===== src/lier_pkg.sv =====
// package with ring sizing, character widths, register indexes and pointer helpers
`default_nettype none
package lier_pkg;

  localparam int RING_DEPTH = 128;
  localparam int PTR_W      = $clog2(RING_DEPTH);
  localparam int CHAR_W     = 7;
  localparam int KEY_W      = 8;
  localparam int CFG_IDX_W  = 1;

  localparam logic [CFG_IDX_W-1:0] CFG_BACKSPACE = 1'b0;
  localparam logic [CFG_IDX_W-1:0] CFG_NEWLINE   = 1'b1;

  localparam logic [CHAR_W-1:0] BACKSPACE_RESET = 7'd8;
  localparam logic [CHAR_W-1:0] NEWLINE_RESET   = 7'd10;

  localparam logic OP_KEY  = 1'b0;
  localparam logic OP_READ = 1'b1;

  localparam logic [PTR_W-1:0] PTR_LAST = PTR_W'(RING_DEPTH - 1);

  typedef logic [PTR_W-1:0]  ptr_t;
  typedef logic [CHAR_W-1:0] char_t;

  typedef struct packed {
    logic  wr_en;
    ptr_t  wr_addr;
    char_t wr_data;
    logic  rd_en;
    ptr_t  rd_addr;
  } mem_req_t;

  typedef struct packed {
    logic  echo_valid;
    char_t echo_char;
    logic  key_dropped;
    logic  read_valid;
  } result_t;

  function automatic ptr_t ring_next(input ptr_t p);
    return (p == PTR_LAST) ? '0 : ptr_t'(p + 1'b1);
  endfunction

  function automatic ptr_t ring_prev(input ptr_t p);
    return (p == '0) ? PTR_LAST : ptr_t'(p - 1'b1);
  endfunction

endpackage
`default_nettype wire


===== src/lier_if.sv =====
// valid/ready channel interfaces for key/read items and results
`default_nettype none
interface lier_in_if;
  logic                         valid;
  logic                         ready;
  logic                         operation;
  logic [lier_pkg::KEY_W-1:0]   key_char;

  modport source (output valid, output operation, output key_char, input ready);
  modport sink   (input valid, input operation, input key_char, output ready);
endinterface

interface lier_out_if;
  logic                         valid;
  logic                         ready;
  logic                         echo_valid;
  logic [lier_pkg::CHAR_W-1:0]  echo_char;
  logic                         key_dropped;
  logic                         read_valid;
  logic [lier_pkg::CHAR_W-1:0]  read_char;
  logic                         read_end_of_line;

  modport source (output valid, output echo_valid, output echo_char, output key_dropped,
                  output read_valid, output read_char, output read_end_of_line,
                  input ready);
  modport sink   (input valid, input echo_valid, input echo_char, input key_dropped,
                  input read_valid, input read_char, input read_end_of_line,
                  output ready);
endinterface
`default_nettype wire


===== src/line_edit_input_ring_top.sv =====
// top level: line editing input ring with config registers and result register
// result valid rises in the cycle after an input transfer
// throughput: one item per cycle, set by the single result register and one ram port each way
// a stalled result holds the input side unless out ready frees the register that cycle
// reset: synchronous active low; clears pointers, result valid and restores the codes
// ring contents are not cleared by reset
`default_nettype none
module line_edit_input_ring_top (
  input  wire logic                           clk,
  input  wire logic                           rst_n,
  lier_in_if.sink                             in_ch,
  lier_out_if.source                          out_ch,
  input  wire logic                           cfg_we,
  input  wire logic [lier_pkg::CFG_IDX_W-1:0] cfg_index,
  input  wire logic [lier_pkg::CHAR_W-1:0]    cfg_wdata
);

  lier_pkg::char_t    backspace_r;
  lier_pkg::char_t    newline_r;
  lier_pkg::mem_req_t mem_req;
  lier_pkg::result_t  result;
  lier_pkg::result_t  result_r;
  lier_pkg::char_t    rd_data;
  logic               out_valid_r;
  logic               accept;

  assign in_ch.ready = !out_valid_r || out_ch.ready;
  assign accept      = in_ch.valid && in_ch.ready;

  always_ff @(posedge clk) begin
    if (!rst_n) begin
      backspace_r <= lier_pkg::BACKSPACE_RESET;
      newline_r   <= lier_pkg::NEWLINE_RESET;
    end else if (cfg_we) begin
      unique case (cfg_index)
        lier_pkg::CFG_BACKSPACE: backspace_r <= cfg_wdata;
        lier_pkg::CFG_NEWLINE:   newline_r   <= cfg_wdata;
        default: ;
      endcase
    end
  end

  lier_ctrl u_ctrl (
    .clk            (clk),
    .rst_n          (rst_n),
    .accept         (accept),
    .operation      (in_ch.operation),
    .key_char       (in_ch.key_char),
    .backspace_code (backspace_r),
    .newline_code   (newline_r),
    .mem_req        (mem_req),
    .result         (result)
  );

  lier_ram #(
    .DEPTH (lier_pkg::RING_DEPTH),
    .WIDTH (lier_pkg::CHAR_W)
  ) u_ram (
    .clk     (clk),
    .wr_en   (mem_req.wr_en),
    .wr_addr (mem_req.wr_addr),
    .wr_data (mem_req.wr_data),
    .rd_en   (mem_req.rd_en),
    .rd_addr (mem_req.rd_addr),
    .rd_data (rd_data)
  );

  always_ff @(posedge clk) begin
    if (!rst_n) begin
      out_valid_r <= 1'b0;
    end else if (accept) begin
      out_valid_r <= 1'b1;
    end else if (out_ch.ready) begin
      out_valid_r <= 1'b0;
    end
  end

  always_ff @(posedge clk) begin
    if (accept) begin
      result_r <= result;
    end
  end

  assign out_ch.valid            = out_valid_r;
  assign out_ch.echo_valid       = result_r.echo_valid;
  assign out_ch.echo_char        = result_r.echo_char;
  assign out_ch.key_dropped      = result_r.key_dropped;
  assign out_ch.read_valid       = result_r.read_valid;
  assign out_ch.read_char        = result_r.read_valid ? rd_data : '0;
  assign out_ch.read_end_of_line = result_r.read_valid && (rd_data == newline_r);

endmodule
`default_nettype wire


===== src/lier_ram.sv =====
// simple dual-port ram with registered read data
`default_nettype none
module lier_ram #(
  parameter int DEPTH = 128,
  parameter int WIDTH = 7
) (
  input  wire logic                     clk,
  input  wire logic                     wr_en,
  input  wire logic [$clog2(DEPTH)-1:0] wr_addr,
  input  wire logic [WIDTH-1:0]         wr_data,
  input  wire logic                     rd_en,
  input  wire logic [$clog2(DEPTH)-1:0] rd_addr,
  output logic      [WIDTH-1:0]         rd_data
);

  logic [WIDTH-1:0] mem [DEPTH];

  always_ff @(posedge clk) begin
    if (wr_en) begin
      mem[wr_addr] <= wr_data;
    end
    if (rd_en) begin
      rd_data <= mem[rd_addr];
    end
  end

endmodule
`default_nettype wire


===== src/lier_ctrl.sv =====
// edit, commit and read pointers with the per-item line editing decisions
`default_nettype none
module lier_ctrl (
  input  wire logic                       clk,
  input  wire logic                       rst_n,
  input  wire logic                       accept,
  input  wire logic                       operation,
  input  wire logic [lier_pkg::KEY_W-1:0] key_char,
  input  wire lier_pkg::char_t            backspace_code,
  input  wire lier_pkg::char_t            newline_code,
  output lier_pkg::mem_req_t              mem_req,
  output lier_pkg::result_t               result
);

  lier_pkg::ptr_t  edit_r, edit_nxt;
  lier_pkg::ptr_t  commit_r, commit_nxt;
  lier_pkg::ptr_t  read_r, read_nxt;
  lier_pkg::ptr_t  edit_next;
  lier_pkg::char_t key7;
  logic            ignored;

  assign key7      = key_char[lier_pkg::CHAR_W-1:0];
  assign ignored   = (key_char == '0) || key_char[lier_pkg::KEY_W-1];
  assign edit_next = lier_pkg::ring_next(edit_r);

  always_comb begin
    edit_nxt           = edit_r;
    commit_nxt         = commit_r;
    read_nxt           = read_r;
    mem_req.wr_en      = 1'b0;
    mem_req.wr_addr    = edit_r;
    mem_req.wr_data    = key7;
    mem_req.rd_en      = 1'b0;
    mem_req.rd_addr    = read_r;
    result.echo_valid  = 1'b0;
    result.echo_char   = '0;
    result.key_dropped = 1'b0;
    result.read_valid  = 1'b0;
    if (operation == lier_pkg::OP_KEY) begin
      if (!ignored) begin
        if (key7 == backspace_code) begin
          if (edit_r != commit_r) begin
            edit_nxt          = lier_pkg::ring_prev(edit_r);
            result.echo_valid = 1'b1;
            result.echo_char  = key7;
          end
        end else if (edit_next == read_r) begin
          result.key_dropped = 1'b1;
        end else begin
          mem_req.wr_en     = accept;
          edit_nxt          = edit_next;
          result.echo_valid = 1'b1;
          result.echo_char  = key7;
          if (key7 == newline_code) begin
            commit_nxt = edit_next;
          end
        end
      end
    end else if (read_r != commit_r) begin
      mem_req.rd_en     = accept;
      read_nxt          = lier_pkg::ring_next(read_r);
      result.read_valid = 1'b1;
    end
  end

  always_ff @(posedge clk) begin
    if (!rst_n) begin
      edit_r   <= '0;
      commit_r <= '0;
      read_r   <= '0;
    end else if (accept) begin
      edit_r   <= edit_nxt;
      commit_r <= commit_nxt;
      read_r   <= read_nxt;
    end
  end

endmodule
`default_nettype wire

===== src/flat_wrapper.sv =====
// flat-port wrapper written by rule: the top's interface ports become plain ports
module line_edit_input_ring_top_flat 
  (clk, rst_n, cfg_we, cfg_index, cfg_wdata, in_ch_valid, in_ch_operation, in_ch_key_char, in_ch_ready, out_ch_valid, out_ch_echo_valid, out_ch_echo_char, out_ch_key_dropped, out_ch_read_valid, out_ch_read_char, out_ch_read_end_of_line, out_ch_ready);
  lier_in_if in_ch_i ();
  lier_out_if out_ch_i ();
  input  wire logic clk;
  input  wire logic rst_n;
  input  wire logic cfg_we;
  input  wire logic [lier_pkg::CFG_IDX_W-1:0] cfg_index;
  input  wire logic [lier_pkg::CHAR_W-1:0] cfg_wdata;
  input wire logic [$bits(in_ch_i.valid)-1:0] in_ch_valid;
  input wire logic [$bits(in_ch_i.operation)-1:0] in_ch_operation;
  input wire logic [$bits(in_ch_i.key_char)-1:0] in_ch_key_char;
  output wire logic [$bits(in_ch_i.ready)-1:0] in_ch_ready;
  output wire logic [$bits(out_ch_i.valid)-1:0] out_ch_valid;
  output wire logic [$bits(out_ch_i.echo_valid)-1:0] out_ch_echo_valid;
  output wire logic [$bits(out_ch_i.echo_char)-1:0] out_ch_echo_char;
  output wire logic [$bits(out_ch_i.key_dropped)-1:0] out_ch_key_dropped;
  output wire logic [$bits(out_ch_i.read_valid)-1:0] out_ch_read_valid;
  output wire logic [$bits(out_ch_i.read_char)-1:0] out_ch_read_char;
  output wire logic [$bits(out_ch_i.read_end_of_line)-1:0] out_ch_read_end_of_line;
  input wire logic [$bits(out_ch_i.ready)-1:0] out_ch_ready;
  assign in_ch_i.valid = in_ch_valid;
  assign in_ch_i.operation = in_ch_operation;
  assign in_ch_i.key_char = in_ch_key_char;
  assign in_ch_ready = in_ch_i.ready;
  assign out_ch_valid = out_ch_i.valid;
  assign out_ch_echo_valid = out_ch_i.echo_valid;
  assign out_ch_echo_char = out_ch_i.echo_char;
  assign out_ch_key_dropped = out_ch_i.key_dropped;
  assign out_ch_read_valid = out_ch_i.read_valid;
  assign out_ch_read_char = out_ch_i.read_char;
  assign out_ch_read_end_of_line = out_ch_i.read_end_of_line;
  assign out_ch_i.ready = out_ch_ready;
  line_edit_input_ring_top u_core (.clk(clk), .rst_n(rst_n), .in_ch(in_ch_i), .out_ch(out_ch_i), .cfg_we(cfg_we), .cfg_index(cfg_index), .cfg_wdata(cfg_wdata));
endmodule

===== config.mk =====
export PLATFORM = sky130hd
export DESIGN_NAME = line_edit_input_ring_top_flat
export DESIGN_NICKNAME = d
export VERILOG_FILES = /design/src/lier_pkg.sv /design/src/lier_if.sv /design/src/line_edit_input_ring_top.sv /design/src/lier_ram.sv /design/src/lier_ctrl.sv /design/src/flat_wrapper.sv
export SDC_FILE = /design/constraint.sdc
export NUM_CORES = 1
export LEC_CHECK = 0
export ABC_AREA = 1
export BUFFER_PORTS_ARGS = -buffer_cell sky130_fd_sc_hd__buf_2
export CORE_ASPECT_RATIO = 2
export CORE_MARGIN = 3
export CORE_UTILIZATION = 35
export DETAILED_ROUTE_END_ITERATION = 7
export GPL_ROUTABILITY_DRIVEN = 0
export HOLD_SLACK_MARGIN = 0.1
export MAX_ROUTING_LAYER = met4
export PLACE_DENSITY_LB_ADDON = 0.05
export SYNTH_ARGS = -nofsm -noshare
export SYNTH_HDL_FRONTEND = slang
export SYNTH_SLANG_ARGS = --single-unit
export TNS_END_PERCENT = 20

===== constraint.sdc =====
create_clock -name clk -period 2.89 [get_ports clk]
set_input_delay 0.578 -clock clk [delete_from_list [all_inputs] [get_ports clk]]
set_output_delay 0.578 -clock clk [all_outputs]
set_load 0.02 [all_outputs]

# --- Yosys cells after proc, flatten, opt, wreduce, memory -nomap -nowiden ---
# Memories as Yosys holds them, arrays and structs flattened. A register that Yosys moved wholly into a read port is not among the register bits.
# Index checks and enable logic that the tools add are counted.
word_totals:
  register_bits: 46
  mem_bits_rw: 896
  out_inout_bits: 20
  mem_count: 1
op_classes:
  n_addsub: 3
  n_eq_ne: 10
  n_mux: 22
  bitwise_logic: 5
  reduce_logical: 15
memory_table:
  columns: ["memory", "words", "width", "read_ports", "rd_clocked_by_memory_dff", "write_ports", "line_no", "rtl"]
  rows:
  - ["u_core.u_ram.mem", 128, 7, 1, 1, 1, "lier_ram.sv:16", "logic [WIDTH-1:0] mem [DEPTH];"]
ops:
  columns: ["op", "n"]
  rows:
  - ["$mux W7", 7]
  - ["$eq A7 B7 Y1", 4]
  - ["$mux W8", 3]
  - ["$add A7 B1 Y7 const B", 2]
  - ["$eq A7 B7 Y1 const B", 2]
  - ["$ne A7 B7 Y1", 2]
  - ["$mux W1", 12]
  - ["$logic_not A8 Y1", 1]
  - ["$logic_not A7 Y1", 1]
  - ["$sub A7 B1 Y7 const B", 1]
  - ["$reduce_and A6 Y1", 1]
  - ["$not A1 Y1", 5]
  - ["$reduce_and A5 Y1", 1]
  - ["$reduce_and A2 Y1", 2]
  - ["$reduce_and A3 Y1", 1]
  - ["$reduce_or A3 Y1", 1]
  - ["$logic_and A1 B1 Y1", 2]
  - ["$logic_or A1 B1 Y1", 2]
  - ["$ne A2 B1 Y1 const B", 1]
  - ["$ne A2 B2 Y1 const B", 1]
  - ["$reduce_bool A2 Y1", 1]
  - ["$reduce_or A2 Y1", 1]
  - ["$logic_not A1 Y1", 1]

# --- Depth between registers and ports, before layout ---
depth:
  depth_word: 9
  depth_mapped: 16

# --- By module ---
# Synthesis repeated with hierarchy kept, for this count alone.
hier_totals:
  hier_cells: 3608
  area_unflattened_um2: 40216.1
by_module_without_submodules:
  columns: ["module", "n_inst", "cells_per_inst", "area_each_um2", "seq_area_each_um2"]
  rows:
  - ["lier_ram", 1, 3152, 37161.9, 27116.0]
  - ["lier_ctrl", 1, 328, 1989.4, 420.4]
  - ["line_edit_input_ring_top", 1, 128, 1064.8, 600.6]

# --- Worst setup path after synthesis ---
# OpenSTA, ideal clock, no wires.
synth_timing:
  path_type: "reg2reg"
  from: "register u_core.u_ctrl.edit_r[1]"
  to: "memory u_core.u_ram.mem[64][0] (enable)"
  setup_time_ns: 0.360
  arrival_time_ns: 2.106
  t_required_ns: 2.530
  setup_slack_ns: 0.424
  stages_incl_launch_ff: 14
  n_path_buf: 1
  period_less_slack_ns: 2.466
  path_cell_list: "dfxtp_1 buf_2 inv_1 ha_1 xnor2_1 nand3_1 nor2_2 nand2_1 nor2_2 nand2_4 nand2_8 inv_6 nand3_4 nor2_1"
synth_between:
  elab_chain_len: 9
  elab_cells_between_ends: 10
  cone_classes: "add/sub (1); eq/ne (2); mux (7)"
synth_lines:
  columns: ["item", "line_no", "rtl"]
  rows:
  - ["start, declared", "lier_ctrl.sv:15", "lier_pkg::ptr_t edit_r, edit_nxt;"]
  - ["start signal, assigned", "lier_ctrl.sv:72", "edit_r <= edit_nxt;"]
  - ["$add A7 B1 Y7 or $eq A7 B7 Y1 (tied branches)", "lier_pkg.sv:41", "return (p == PTR_LAST) ? '0 : ptr_t'(p + 1'b1);"]
  - ["$mux W7 (*)", "lier_pkg.sv:41", null]
  - ["via u_core.u_ctrl.edit_next[1]", "lier_ctrl.sv:18", "lier_pkg::ptr_t edit_next;"]
  - ["$eq A7 B7 Y1 (*)", "lier_ctrl.sv:47", "end else if (edit_next == read_r) begin"]
  - ["$mux W1 (*)", "lier_ctrl.sv:47", null]
  - ["$mux W1 (*)", "lier_ctrl.sv:41", "if (key7 == backspace_code) begin"]
  - ["$mux W1 (*)", "lier_ctrl.sv:40", "if (!ignored) begin"]
  - ["$mux W1 (*)", "lier_ctrl.sv:39", "if (operation == lier_pkg::OP_KEY) begin"]
  - ["$mux W1 (*)", "lier_ram.sv:19", "if (wr_en) begin"]
  - ["$mux W1 (implied by the code) (*)", "lier_ram.sv:20", "mem[wr_addr] <= wr_data;"]
  - ["end, declared", "lier_ram.sv:16", null]
# The timed path passes the listed nets; every way through them passes the cells marked *.

# --- Final worst setup path ---
layout_timing:
  from: "register u_core.u_ctrl.edit_r[0]"
  to: "memory u_core.u_ram.mem[96][3] (enable)"
# Same word-level chain as after synthesis.

==> qor.txt <==
Via count -> 26,500
First-pass GRT wire length -> 190 mm
Cts bufs inserted -> 86
Largest cells by area after synthesis -> edfxtp_1 (70%), nor2_1 (7.4%), o21ai_0 (6.0%), nand2_1 (3.1%), o22ai_1 (1.9%)
Synthesis-stage register bit count -> 949
Initial core utilization -> 0.354
Final Cycle Share -> 0.944
IO Pins -> 42
Clock Power Share -> 0.418
Arrival time worst endpoint -> 3180 ps
WL per Instance -> 26.1 microns
Nets -> 3,521
Sequential-to-total area share from yosys stat -> 0.719
Detailed Place HPWL -> 85.8 mm
DR iter-0 viols -> 2,068
Worst Tran Pin Value -> 815 ps
Clock latency at the later pin of the worst-skew pair -> 690 ps
Avg Inst Size Synth -> 11.9 sq um
Clock Path Buffers -> 3
Most instantiated cells after synthesis -> edfxtp_1 (913), nor2_1 (768), o21ai_0 (472), nand2_1 (320), clkbuf_1 (131)
Worst Setup SP -> u_core.u_ctrl.edit_r[0]
Chip Height -> 479 microns
Clock-pin slew on the worst setup and hold paths -> 70 ps
Worst stage delay on the critical path -> 420 ps
Vias per Instance -> 5.26
Status -> finished, final reports clean
Pwr dens -> 607 nW/um^2
Fmax -> 366 MHz
Post-synth ARST share -> 0
Final Core Density -> 0.413
Netlist cell types -> 41
Min-delay src -> cfg_wdata[4]
First drt pass iteration count -> 6
Overall Power -> 27,700 uW
P_int -> 21,700 uW
Peak VDD IR -> 0.399 mV
Core ar. -> 110,000 sq um
Post-synth top area cell -> edfxtp_1
Final hold slack -> 160 ps
Worst-path maximum fanout -> 9
# placed instances -> 4,885
Initial antenna violation count -> 4
Area of the mapped netlist -> 39,100 sq um
Mapped Nets -> 3,324
Antenna-violating nets left -> 0
Root Buffer -> clkbuf_16
Net Switching -> 5950 uW
Area Growth Syn to Fin -> 16.5%
GRT overflow -> 0
DR DRC count -> 0
Num rows -> 172
Largest net degree at the start of global routing -> 91
Pre-CTS setup slack -> -63.5 ps
Fin crit period -> 2730 ps
Die Area -> 116,000 sq um
Share of cells above drive strength 1 -> 0.137
Unrepaired setup endpoints after global routing -> no
Worst hold-check path type -> in -> reg
Final hold viol count -> 0
Global Route Usage Sum -> 0.232
Cells along the critical path -> inv_2, ha_1, xnor2_1, nand3_1, nor2_2, nand2_1, nor2_2, nand2_4, nand2_8, inv_6, nand2_2, nor2_1, buf_4
MaxCap Viol Count -> 0
Finish-stage setup viols -> 0
Slack of the critical path -> 160 ps
Worst path most repeated cell -> nor2_2
P_leak -> 0.0157 uW
CTS Sinks -> 949
Critical path launch point type -> flip-flop
Critical path data required time -> 3340 ps
Switch share -> 0.215
Crit. End Element -> flip-flop
Vias in the first global route -> 27,800
Routed WL -> 132 mm
Htree depth -> 3
TritonCTS clock tree -> yes
Clk_skew -> 32.4 ps
Cell count after synthesis -> 3,299
Synth top area share -> 0.701
Post-CTS Setup Bufs -> 0
Most instantiated library cell after synthesis -> edfxtp_1
Ys flop type -> edfxtp_1
Synth warn -> 0
Slew Limit Headroom -> 0.457
Combinational share of power -> 0.036
CP max stage cell -> dfxtp_1
Post-synth EDFFs -> 913
Post-Layout Cell Count -> 5,045
FF-to-FF Start -> u_core.u_ctrl.edit_r[0]
Port bufs -> 41
Die width -> 242 microns
Reg power frac -> 0.547
Final-report max-slew violation count -> 0
WS Path Type -> reg -> reg
[per-stage QoR]
stage | instance area [sq um] | setup TNS (ps)
CTS | 45600 | 0
finish | 45600 | 0
global route | 45600 | 0
detailed placement | 42800 | -63.5
floorplan | 39100 | 0
global placement | 42800 | -88.8
[power groups by stage]
stage	logic, uW	registers (uW)	clock network (uW)
after CTS	1010	15100	11900
after detailed placement	1000	15400	0
after global routing	1060	15100	12400
after floorplan	329	15400	0
final	984	15100	11600
after global placement	1010	15400	0
[worst paths after layout]
kind,slack [ps],end,depth (start not counted)
worst min-delay path,160,u_core.backspace_r[4],3
worst max register to register,160,u_core.u_ram.mem[96][3],13
worst max-delay path,160,u_core.u_ram.mem[96][3],13
worst min register to register,510,u_core.backspace_r[3],2
[worst max-delay path: cells and delay by family (launching register included)]
kind,cells,cell delay (ps)
buffers and inverters,3,450
flip-flops,1,420
AND/OR/NAND/NOR,8,1000
XOR/XNOR,1,190
adder cells (fa/ha/maj),1,390
[layer usage]
| metal | share of wire | track usage | vias up |
|---|---|---|---|
| met1 | 0.38 | 0.254 | 13400 |
| met3 | 0.036 | 0.0273 | 263 |
| met4 | 0.050 | 0.108 | 0 |
| met2 | 0.53 | 0.421 | 735 |
| met5 | 0 | - | - |
| li1 | - | - | 12200 |
[logic make-up (layout without fill, tap and decap cells)]
logic type	Yosys count	in the layout	share of synthesized area
buffers and inverters	298	563	0.0319
xor gates and xnor gates	39	39	0.00873
other	0	2	0
and+or+nand+nor	1288	1288	0.136
DFF	949	949	0.719
adders and majority gates	3	3	0.000960
AOI/OAI and AO/OA	722	722	0.103
[placed cells by master, fill, tap and decap left out, drive strengths merged, types with 4 or more instances in the layout]
master,synthesis,routed
edfxtp,913,913
nor2,777,777
o21ai,472,472
nand2,331,331
buf,77,315
nand3,143,143
o22ai,116,116
clkbuf,131,105
o211ai,95,95
inv,89,93
dfxtp,36,36
clkinv,1,35
a21oi,30,30
xor2,22,22
xnor2,17,17
nand4,14,14
nor3,9,9
bufinv,0,8
clkinvlp,0,5
or2,4,4
nand3b,4,4
[registers in the layout, summed over array words and instances (netlist names)]
register	cells
u_core.out_ch.echo_valid	1
u_core.u_ctrl.read_r	7
u_core.u_ram.mem	896
u_core.out_ch.read_valid	1
u_core.out_ch.valid	1
u_core.u_ram.rd_data	7
u_core.out_ch.echo_char	7
u_core.out_ch.key_dropped	1
u_core.u_ctrl.commit_r	7
u_core.backspace_r	7
u_core.newline_r	7
u_core.u_ctrl.edit_r	7
[timing repair]
item / in CTS / in global routing
gates resized for setup: 0 / 0
setup endpoints to repair: 0 / 0
hold endpoints to repair: 3 / 0
hold buffers: 2 / 0
[cell type report]
class / instances / area (sq um)
Clock inverter: 51 / 475
Fill cell: 10500 / 64800
Timing Repair Buffer: 317 / 2680
Clock buffer: 105 / 2310
Sequential cell: 949 / 28100
Multi-Input combinational cell: 2052 / 9750
Tap cell: 1479 / 1850
Antenna cell: 2 / 5.00
Inverter: 90 / 355
Note: power is estimated with default switching activity, not from simulation.
